===== src/pol_pkg.sv =====
// Shared types, sizes and codes for the positional ordered list.
// Used by every module of the block; depends on nothing.
package pol_pkg;

  localparam int CAPACITY = 64;
  localparam int DATA_W   = 32;
  localparam int IDX_W    = $clog2(CAPACITY);
  localparam int CNT_W    = $clog2(CAPACITY + 1);
  localparam int POS_W    = 7;
  localparam int CMP_W    = (CNT_W > POS_W) ? CNT_W : POS_W;
  localparam int GRP_SIZE = 32;
  localparam int NGRP     = (CAPACITY + GRP_SIZE - 1) / GRP_SIZE;

  // request codes
  localparam logic [2:0] FN_INS_HEAD = 3'd0;
  localparam logic [2:0] FN_INS_TAIL = 3'd1;
  localparam logic [2:0] FN_INS_POS  = 3'd2;
  localparam logic [2:0] FN_DEL_HEAD = 3'd3;
  localparam logic [2:0] FN_DEL_TAIL = 3'd4;
  localparam logic [2:0] FN_DEL_POS  = 3'd5;

  // status codes
  localparam logic [1:0] ST_OK      = 2'd0;
  localparam logic [1:0] ST_INVALID = 2'd1;
  localparam logic [1:0] ST_EMPTY   = 2'd2;
  localparam logic [1:0] ST_FULL    = 2'd3;

  typedef logic signed [DATA_W-1:0] word_t;

  typedef struct packed {
    logic [2:0]       func;
    word_t            value;
    logic [POS_W-1:0] position;
  } in_word_t;

  typedef struct packed {
    logic [1:0]       status;
    word_t            removed_value;
    logic [POS_W-1:0] element_count;
    word_t            head_value;
    word_t            tail_value;
  } out_word_t;

  // control broadcast to every cell of the row
  typedef struct packed {
    logic             upd;
    logic             ins;
    logic [IDX_W-1:0] idx;
    word_t            ins_val;
    logic             pick_en;
    logic [IDX_W-1:0] pick_idx;
  } cell_ctl_t;

endpackage


===== src/pol_cell.sv =====
// One storage cell of the shifting list row.
// Depends on pol_pkg for the control struct and word type.
module pol_cell
  import pol_pkg::*;
(
  input  logic             clk,
  input  cell_ctl_t        ctl,
  input  logic [IDX_W-1:0] cell_idx,
  input  word_t            left_val,
  input  word_t            right_val,
  output word_t            val_o,
  output word_t            tap_o
);

  word_t val_r;
  word_t val_nxt;

  // shift back on insert, shift forward on delete, else hold
  always_comb begin
    val_nxt = val_r;
    if (ctl.upd) begin
      if (ctl.ins) begin
        if (cell_idx == ctl.idx) begin
          val_nxt = ctl.ins_val;
        end else if (cell_idx > ctl.idx) begin
          val_nxt = left_val;
        end
      end else begin
        if (cell_idx >= ctl.idx) begin
          val_nxt = right_val;
        end
      end
    end
  end

  always_ff @(posedge clk) begin
    val_r <= val_nxt;
  end

  // drive the word onto the gather tree only when picked
  assign val_o = val_r;
  assign tap_o = (ctl.pick_en && (cell_idx == ctl.pick_idx)) ? val_r : '0;

endmodule


===== config.mk =====
export PLATFORM = sky130hd
export DESIGN_NAME = pol_cell
export DESIGN_NICKNAME = d
export VERILOG_FILES = /design/src/pol_pkg.sv /design/src/pol_cell.sv
export SDC_FILE = /design/constraint.sdc
export NUM_CORES = 1
export LEC_CHECK = 0
export BUFFER_PORTS_ARGS = -buffer_cell sky130_fd_sc_hd__buf_2
export CAP_MARGIN = 20
export CORE_MARGIN = 2
export CORE_UTILIZATION = 43
export CTS_CLUSTER_DIAMETER = 80
export DETAILED_ROUTE_END_ITERATION = 6
export MAX_ROUTING_LAYER = met4
export PLACE_DENSITY = 0.87
export SETUP_SLACK_MARGIN = 0.2
export SLEW_MARGIN = 20
export SYNTH_ARGS = -nofsm -noshare
export SYNTH_HDL_FRONTEND = slang
export SYNTH_SLANG_ARGS = --single-unit

===== constraint.sdc =====
create_clock -name clk -period 6.2 [get_ports clk]
set_input_delay 0 -clock clk [delete_from_list [all_inputs] [get_ports clk]]
set_output_delay 0 -clock clk [all_outputs]
set_load 0.03 [all_outputs]

==> impl_metrics.sql, run 1 <==
INSERT INTO impl_metrics (metric_group, metric, value, unit) VALUES
('global_routing', 'grt_antenna_before_repair', '0', ''),
('sta', 'final.period_utilization', '0.531', ''),
('run', 'max_cap_viol', '0', ''),
('status', 'outcome', 'finished, final reports clean', ''),
('clock_network', 'post_cts_buffers', '0', ''),
('clock_network', 'post_cts_resized', '0', ''),
('pwr', 'irDropWorstVdd', '0.000114', 'V'),
('detailed_routing', 'ant_nets', '0', ''),
('logic_synthesis', 'synth_register_bits', '32', ''),
('placed_design', 'post-place-ws', '2.66', 'ns'),
('clock_network', 'cts_made_buffers', '5', ''),
('die', 'floorplan.die.height', '77.1', 'um'),
('logic_synthesis', 'synthMuxAreaShare', '0', ''),
('detailed_routing', 'num_vias', '2724', ''),
('clock_network', 'tritoncts', 'done', ''),
('clock_network', 'path_clk_slew', '0.06', 'ns'),
('sta', 'setup_violations', '0', ''),
('clock_network', 'postCtsHoldBufs', '0', ''),
('placed_design', 'gp_routability_congestion', '0.864', ''),
('layout', 'mostFrequentLayoutCell', 'buf_2', ''),
('logic_synthesis', 'post_synth_instance_area', '2300', 'um2'),
('clock_network', 'h-tree-depth', '2', ''),
('clock_network', 'cts_num_sinks', '32', ''),
('layout', 'area.growth.synth_to_final', '42.2', '%'),
('logic_synthesis', 'yosys.area_share.simple', '0.227', ''),
('worst_setup_path', 'critPathArrivalTime', '3.19', 'ns'),
('sta', 'timing.final.ws_setup', '2.91', 'ns'),
('clock_network', 'cts-root-buf', 'clkbuf_8', ''),
('sta', 'hold_viol_final', '0', ''),
('detailed_routing', 'initialDrtViolationCount', '219', ''),
('die', 'rows', '26', ''),
('logic_synthesis', 'yosys_warnings', '0', ''),
('global_routing', 'grt_first_pass_wirelength', '11400', 'um'),
('clock_network', 'ctsLongestPathBuffers', '2', ''),
('sta', 'max_freq', '304', 'MHz'),
('pwr', 'cellInternalPower', '0.414', 'mW'),
('layout', 'drive_above_1_share', '0.430', ''),
('detailed_routing', 'drt-pass1-iter-count', '4', ''),
('worst_setup_path', 'timing.critical_path.required', '6.10', 'ns'),
('logic_synthesis', 'syn_avg_cell_area', '8.03', 'um2'),
('layout', 'layout.nets', '570', ''),
('die', 'design.die.area', '5940', 'um2'),
('logic_synthesis', 'synth-compound-area-share', '0.170', ''),
('placed_design', 'placedCellCount', '508', ''),
('layout', 'mostFrequentLayoutCells', 'buf_2 (181), inv_1 (39), nand4_1 (34)', ''),
('layout', 'n_antenna_cell', '0', ''),
('worst_setup_path', 'worst_setup_path_startpoint', 'cell_idx[0]', ''),
('sta', 'rsz_0062_raised_after_global_routing', 'false', ''),
('global_routing', 'grt-ovfl-total', '0', ''),
('logic_synthesis', 'synthXorXnorAreaFrac', '0.0229', ''),
('layout', 'largest_register_ff_count', '32', ''),
('placed_design', 'buffer_ports.inserted', '181', ''),
('worst_setup_path', 'worstSetupStartpointType', 'input pin', ''),
('sta', 'report.final.slew_viol_count', '0', ''),
('sta', 'timing.final.crit_period', '3.29', 'ns'),
('worst_setup_path', 'crit_slowest_cell', 'ha_1', ''),
('global_routing', 'grt_start_max_net_pins', '65', ''),
('logic_synthesis', 'synth_top_family_by_area', 'simple AND/OR/NAND/NOR gates', ''),
('die', 'ios', '182', ''),
('logic_synthesis', 'synth_adder_area_share', '0.0327', ''),
('pwr', 'share_comb_of_total_power', '0.324', ''),
('min_path', 'worstHoldPathType', 'input pin to register', ''),
('min_path', 'hold_path_cells', '3', ''),
('worst_setup_path', 'end_kind', 'register', ''),
('pwr', 'power_per_standard_cell_area', '195', 'nW/um2'),
('min_path', 'worstHoldStart', 'right_val[11]', ''),
('pwr', 'static-leakage-power', '1.56', 'nW'),
('logic_synthesis', 'post_synth_num_cell_types', '22', ''),
('sta', 'finalSetupTns', '0', 'ns'),
('die', 'floorplan.core_area', '5140', 'um2'),
('detailed_routing', 'detail_route.vias_per_cell', '5.27', '');
==> cell type report <==
type                            instances  area (um2)
Inverter                               39         146
Fill cell                             445        1870
Clock buffer                            5        68.8
Timing Repair Buffer                  184         936
Tap cell                               70        87.6
Multi-Input combinational cell        184        1050
Clock inverter                          3        13.8
Sequential cell                        32         961
==> layer usage <==
| layer | GRT usage | part of all wire | up-vias |
|---|---|---|---|
| li1 | - | - | 1355 |
| met1 | 0.284 | 0.39 | 1208 |
| met2 | 0.440 | 0.51 | 146 |
| met3 | 0.0412 | 0.079 | 15 |
| met4 | 0.0839 | 0.016 | 0 |
| met5 | - | 0 | - |
==> through the flow <==
| step | utilization | total power [mW] | instance area (um2) | hold WS [ns] |
|---|---|---|---|---|
| 3_5_place_dp | 0.617 | 0.492 | 3170 | 0.353 |
| 4_1_cts | 0.633 | 0.639 | 3250 | 0.0646 |
| 3_3_place_gp | 0.617 | 0.485 | 3170 | 0.351 |
| 2_1_floorplan | - | 0.416 | 2300 | 0.249 |
| 6_report | 0.636 | 0.638 | 3270 | 0.0744 |
| 5_1_grt | 0.636 | 0.669 | 3270 | 0.0838 |
==> final timing paths <==
kind        end  slack (ns)
max    val_o[4]        2.91
min   val_o[11]        0.07
==> synthesized netlist by cell type <==
library cell / number / share of area
inv_1: 39 / 0.064
nand4_1: 34 / 0.093
a31oi_1: 33 / 0.090
edfxtp_1: 32 / 0.42
nor2_1: 32 / 0.052
nor3_1: 32 / 0.070
o21ai_0: 32 / 0.070
clkbuf_1: 19 / 0.031
ha_1: 6 / 0.033
xnor2_1: 6 / 0.023
buf_2: 5 / 0.011
buf_6: 3 / 0.015
a21oi_1: 2 / 0.0044
clkbuf_2: 2 / 0.0044
nand2_1: 2 / 0.0033
and4_1: 1 / 0.0038
buf_1: 1 / 0.0016
buf_4: 1 / 0.0033
nand3_1: 1 / 0.0022
nor2b_1: 1 / 0.0027
o21ai_1: 1 / 0.0022
o22a_1: 1 / 0.0038
==> kinds of logic after synthesis <==
| family | Yosys count |
|---|---|
| AOI/OAI and AO/OA | 69 |
| xor gates and xnor gates | 6 |
| buffers and inverters | 70 |
| and+or+nand+nor | 103 |
| adders and majority gates | 6 |
| DFF | 32 |
==> worst max-delay path: cells and delay by family <==
| kind | cells | cell delay, ns |
|---|---|---|
| and+or+nand+nor | 1 | 0.80 |
| adders and majority gates | 1 | 0.95 |
| buffers and inverters | 2 | 0.13 |
| AOI/OAI and AO/OA | 2 | 1.30 |
==> power by group through the flow <==
stage          combinational (mW)  clock [mW]  sequential, mW
2_1_floorplan              0.0820           0           0.334
3_3_place_gp                0.199           0           0.286
3_5_place_dp                0.205           0           0.287
4_1_cts                     0.206       0.150           0.283
5_1_grt                     0.224       0.159           0.287
6_report                    0.207       0.149           0.282
Power figures use the tool's default switching activity.
==> run 2, diff against run 1 <==
- CORE_UTILIZATION: 43 -> 40
- PLACE_DENSITY: 0.87 -> 0.81
- clock period: 6.2 -> 3.2 ns (I/O delays scaled with it)
==> impl_metrics.sql, run 2 (same netlist as run 1, synthesis figures left out) <==
INSERT INTO impl_metrics (metric_group, metric, value, unit) VALUES
('status', 'outcome', 'finished, final reports clean', ''),
('global_routing', 'grt-ovfl-total', '0', ''),
('global_routing', 'grt.total_usage', '0.239', ''),
('detailed_routing', 'routedLengthMet1', '2950', 'um'),
('die', 'floorplan.core_area', '5540', 'um2'),
('detailed_routing', 'drt-pass1-iter-count', '5', ''),
('global_routing', 'grt_start_max_net_pins', '65', ''),
('placed_design', 'post-place-ws', '1.24', 'ns'),
('sta', 'hold_viol_final', '0', ''),
('layout', 'finish.instance_area', '3290', 'um2'),
('pwr', 'power_per_standard_cell_area', '373', 'nW/um2'),
('sta', 'final.period_utilization', '0.523', ''),
('sta', 'timing.final.crit_period', '1.68', 'ns'),
('clock_network', 'path_clk_slew', '0.06', 'ns'),
('sta', 'report.final.slew_viol_count', '0', ''),
('pwr', 'static-leakage-power', '1.58', 'nW'),
('layout', 'drive_above_1_share', '0.432', ''),
('die', 'floorplan.die.height', '79.8', 'um'),
('clock_network', 'h-tree-depth', '2', ''),
('sta', 'rsz_0062_raised_after_global_routing', 'false', ''),
('detailed_routing', 'met2_wirelength', '3850', 'um'),
('placed_design', 'hpwl', '5810', 'um'),
('worst_setup_path', 'crit_type', 'input pin to register', ''),
('layout', 'area.growth.synth_to_final', '43.4', '%'),
('clock_network', 'tritoncts', 'done', ''),
('detailed_routing', 'route.met3.wl', '627', 'um'),
('die', 'ios', '182', ''),
('sta', 'finalSetupTns', '0', 'ns'),
('pwr', 'irDropWorstVdd', '0.000186', 'V'),
('global_routing', 'grt_first_pass_wirelength', '11300', 'um'),
('sta', 'setup_violations', '0', ''),
('die', 'design.die.area', '6360', 'um2'),
('sta', 'worst_hold_slack', '0.0715', 'ns'),
('sta', 'timing.final.ws_setup', '1.52', 'ns'),
('worst_setup_path', 'worst-path-max-fanout', '32', ''),
('detailed_routing', 'num_vias', '2786', ''),
('die', 'start_util', '0.415', ''),
('clock_network', 'cts_made_buffers', '5', ''),
('layout', 'mostFrequentLayoutCells', 'buf_2 (181), inv_1 (39), nand4_1 (34)', ''),
('sta', 'worst_slew_pin_slew', '1.05', 'ns'),
('die', 'rows', '27', ''),
('placed_design', 'placedCellCount', '516', ''),
('sta', 'worst_slew_margin_rel', '0.302', ''),
('worst_setup_path', 'timing.critical_path.required', '3.13', 'ns'),
('detailed_routing', 'initialDrtViolationCount', '225', ''),
('worst_setup_path', 'worstSetupStartpointType', 'input pin', ''),
('detailed_routing', 'detail_route.vias_per_cell', '5.33', ''),
('detailed_routing', 'drt_total_wl', '7600', 'um'),
('placed_design', 'gp_routability_congestion', '0.919', ''),
('worst_setup_path', 'end_kind', 'register', ''),
('die', 'die_width', '79.8', 'um'),
('clock_network', 'postCtsHoldBufs', '0', ''),
('clock_network', 'cts-root-buf', 'clkbuf_8', ''),
('clock_network', 'cts_num_sinks', '32', ''),
('layout', 'layout.nets', '575', ''),
('sta', 'max_freq', '597', 'MHz'),
('layout', 'mostFrequentLayoutCell', 'buf_2', ''),
('detailed_routing', 'ant_nets', '0', ''),
('clock_network', 'post_cts_buffers', '0', ''),
('detailed_routing', 'wl_per_cell', '14.5', 'um'),
('global_routing', 'grt_antenna_before_repair', '0', ''),
('placed_design', 'placedInstanceArea', '3220', 'um2'),
('placed_design', 'buffer_ports.inserted', '181', ''),
('global_routing', 'number_of_global_route_vias_before_repair', '2424', ''),
('layout', 'finalNonFillerCells', '523', ''),
('worst_setup_path', 'critPathArrivalTime', '1.60', 'ns'),
('detailed_routing', 'remaining_drc_errors', '0', ''),
('layout', 'largest_register_ff_count', '32', ''),
('run', 'max_cap_viol', '0', ''),
('detailed_routing', 'highest-signal-layer', 'met4', ''),
('clock_network', 'post_cts_resized', '0', ''),
('clock_network', 'ctsLongestPathBuffers', '2', ''),
('layout', 'n_antenna_cell', '0', ''),
('min_path', 'worstHoldPathType', 'input pin to register', '');
==> run 2: metrics by stage <==
stage / total power [mW] / utilization
after detailed placement: 0.963 / 0.581
final: 1.23 / 0.594
after global placement: 0.954 / 0.581
after global routing: 1.29 / 0.594
after CTS: 1.24 / 0.594
after floorplan: 0.806 / -
==> run 2: power by group <==
group	internal, mW	switching, mW
logic	0.138	0.272
clock network	0.143	0.129
registers	0.522	0.0229
==> run 2: critical path, stage by stage <==
cell and delay [ns]:
buf_2 0.11, ha_1 0.56, nand2_1 0.13, o22a_1 0.26, a31oi_4 0.14, buf_4 0.38
==> run 2: metal layers <==
metal / vias up / global-route usage
met5: - / -
met4: 0 / 0.0814
met3: 16 / 0.0486
met2: 159 / 0.426
met1: 1247 / 0.267
li1: 1364 / -
==> run 2: path summary, 6_finish.rpt <==
| check | start | endpoint | slack, ns | depth (start not counted) |
|---|---|---|---|---|
| worst max-delay path | cell_idx[1] | val_o[23] | 1.52 | 6 |
| worst min-delay path | right_val[11] | val_o[11] | 0.07 | 3 |
==> run 2: cell type report <==
type / count / area (um2)
inverter: 39 / 146
multi-input combinational: 184 / 1050
fill: 536 / 2250
timing repair buffer: 189 / 966
clock buffer: 5 / 68.8
tap: 72 / 90.1
clock inverter: 2 / 7.51
sequential: 32 / 961
==> run 3, diff against run 2 <==
- CORE_UTILIZATION: 40 -> 36
- PLACE_DENSITY: 0.81 -> 0.77
- clock period: 3.2 -> 1.52 ns (I/O delays scaled with it)
==> impl_metrics.sql, run 3 (same netlist as run 1, synthesis figures left out) <==
INSERT INTO impl_metrics (metric_group, metric, value, unit) VALUES
('status', 'outcome', 'finished, final reports clean', ''),
('run', 'max_cap_viol', '0', ''),
('sta', 'worst_slew_margin_rel', '0.775', ''),
('clock_network', 'path_clk_slew', '0.06', 'ns'),
('sta', 'finalSetupTns', '0', 'ns'),
('detailed_routing', 'detail_route.vias_per_cell', '5.21', ''),
('detailed_routing', 'initialDrtViolationCount', '170', ''),
('global_routing', 'grt_antenna_before_repair', '0', ''),
('sta', 'final.period_utilization', '0.837', ''),
('die', 'start_util', '0.366', ''),
('sta', 'max_freq', '786', 'MHz'),
('global_routing', 'number_of_global_route_vias_before_repair', '2606', ''),
('worst_setup_path', 'timing.critical_path.required', '1.49', 'ns'),
('worst_setup_path', 'crit_slowest_cell', 'and4_1', ''),
('detailed_routing', 'remaining_drc_errors', '0', ''),
('sta', 'timing.final.crit_period', '1.27', 'ns'),
('min_path', 'worstHoldPathType', 'input pin to register', ''),
('pwr', 'power_per_standard_cell_area', '775', 'nW/um2'),
('clock_network', 'cts-root-buf', 'clkbuf_8', ''),
('layout', 'largest_register_ff_count', '32', ''),
('worst_setup_path', 'critical_path.top_delay_family', 'buffers and inverters', ''),
('layout', 'finish.instance_area', '3440', 'um2'),
('die', 'floorplan.die.height', '83.9', 'um'),
('pwr', 'static-leakage-power', '1.61', 'nW'),
('clock_network', 'cts_num_sinks', '32', ''),
('worst_setup_path', 'crit_type', 'input pin to register', ''),
('placed_design', 'placedInstanceArea', '3360', 'um2'),
('placed_design', 'placedCellCount', '526', ''),
('die', 'ios', '182', ''),
('detailed_routing', 'drt_total_wl', '7900', 'um'),
('die', 'die_width', '83.9', 'um'),
('sta', 'report.final.slew_viol_count', '0', ''),
('clock_network', 'postCtsHoldBufs', '0', ''),
('worst_setup_path', 'worstSetupStartpointType', 'input pin', ''),
('detailed_routing', 'wl_per_cell', '14.8', 'um'),
('sta', 'hold_viol_final', '0', ''),
('sta', 'setup_violations', '0', ''),
('clock_network', 'h-tree-depth', '2', ''),
('sta', 'worst_hold_slack', '0.0608', 'ns'),
('worst_setup_path', 'end_kind', 'register', ''),
('clock_network', 'cts_made_buffers', '5', ''),
('clock_network', 'tritoncts', 'done', ''),
('layout', 'mostFrequentLayoutCell', 'buf_2', ''),
('pwr', 'report.power.total', '2.66', 'mW'),
('sta', 'worst_slew_pin_slew', '0.338', 'ns'),
('placed_design', 'buffer_ports.inserted', '181', ''),
('layout', 'mostFrequentLayoutCells', 'buf_2 (181), inv_1 (35), nand4_1 (34)', ''),
('global_routing', 'grt.total_usage', '0.228', ''),
('worst_setup_path', 'critPathArrivalTime', '1.25', 'ns'),
('global_routing', 'grt_first_pass_wirelength', '12600', 'um'),
('worst_setup_path', 'worst-path-max-fanout', '32', ''),
('layout', 'area.growth.synth_to_final', '49.8', '%'),
('worst_setup_path', 'worstSetupPathDepth', '7', ''),
('worst_setup_path', 'setup.worst_path.end', 'val_o[4]', ''),
('detailed_routing', 'drt-pass1-iter-count', '5', ''),
('worst_setup_path', 'worst_setup_path_startpoint', 'ctl[43]', ''),
('placed_design', 'hpwl', '6120', 'um'),
('global_routing', 'grt_start_max_net_pins', '65', ''),
('layout', 'layout.nets', '580', ''),
('die', 'design.die.area', '7040', 'um2'),
('worst_setup_path', 'timing.critical_path.buf_inv', '3', ''),
('worst_setup_path', 'critPathMaxStageDelay', '0.32', 'ns'),
('layout', 'drive_above_1_share', '0.463', ''),
('global_routing', 'grt-ovfl-total', '0', ''),
('pwr', 'irDropWorstVdd', '0.000429', 'V'),
('worst_setup_path', 'crit_path_cell_trace', 'buf_2 > inv_8 > ha_4 > and4_1 > o21ai_4 > a31oi_4 > buf_12', ''),
('detailed_routing', 'ant_nets', '0', ''),
('placed_design', 'gp_routability_congestion', '0.982', ''),
('clock_network', 'ctsLongestPathBuffers', '2', ''),
('die', 'rows', '29', ''),
('layout', 'finalNonFillerCells', '533', ''),
('sta', 'rsz_0062_raised_after_global_routing', 'false', ''),
('die', 'floorplan.core_area', '6280', 'um2'),
('detailed_routing', 'num_vias', '2779', ''),
('layout', 'n_antenna_cell', '0', '');
-- run 3: changes by cell type in the layout (fill, tap and decap cells not counted), moves of 2 or more --
cell,before,now
inv_2,0,2
ha_1,6,2
ha_4,0,4
buf_12,0,2
buf_4,8,10
clkinv_1,2,0
inv_1,39,35
-- run 3: what timing repair did --
action	in CTS	in global routing
buffers inserted	0	0
setup endpoints to repair	0	7
resized for setup	0	1
-- run 3: worst min path at each step --
stage	slack (ns)	cells past startpoint	to	from
detailed placement	0.35	3	val_o[2]	right_val[2]
finish	0.06	3	val_o[2]	right_val[2]
CTS	0.06	3	val_o[2]	right_val[2]
floorplan	0.25	2	val_o[10]	right_val[10]
global placement	0.34	3	val_o[11]	right_val[11]
global route	0.07	3	val_o[19]	right_val[19]
-- run 3: layout make-up --
type / count / area [um2]
clock buffers: 6 / 72.6
clock inverters: 1 / 5.00
fillers: 611 / 2840
inverters: 39 / 156
multi-input cells: 184 / 1120
flip-flops and latches: 32 / 961
well taps: 77 / 96.3
repair buffers: 194 / 1030
-- run 3: worst min-delay path: stages --
cell	delay, ns
buf_2	0.08
nor2_1	0.03
a31oi_1	0.12
-- run 3: through the flow --
step	utilization	worst slack [ns]
after floorplan	-	-0.253
after global placement	0.535	0.00694
after detailed placement	0.535	-0.0332
after CTS	0.548	0.259
after global routing	0.548	0.198
final	0.548	0.247
-- run 3: power breakdown --
| part | internal, mW | switching, mW | total, mW | leakage, nW |
|---|---|---|---|---|
| Clock | 0.311 | 0.289 | 0.600 | 0.0410 |
| Combinational | 0.325 | 0.591 | 0.915 | 1.27 |
| Sequential | 1.10 | 0.0517 | 1.15 | 0.305 |
| Total | 1.73 | 0.932 | 2.66 | 1.61 |
-- run 3: metal layers --
layer | vias up | share of wire | track usage
met4 | 0 | 0.023 | 0.0762
met3 | 17 | 0.061 | 0.0297
met2 | 151 | 0.51 | 0.399
met5 | - | 0 | -
met1 | 1239 | 0.41 | 0.271
li1 | 1372 | - | -
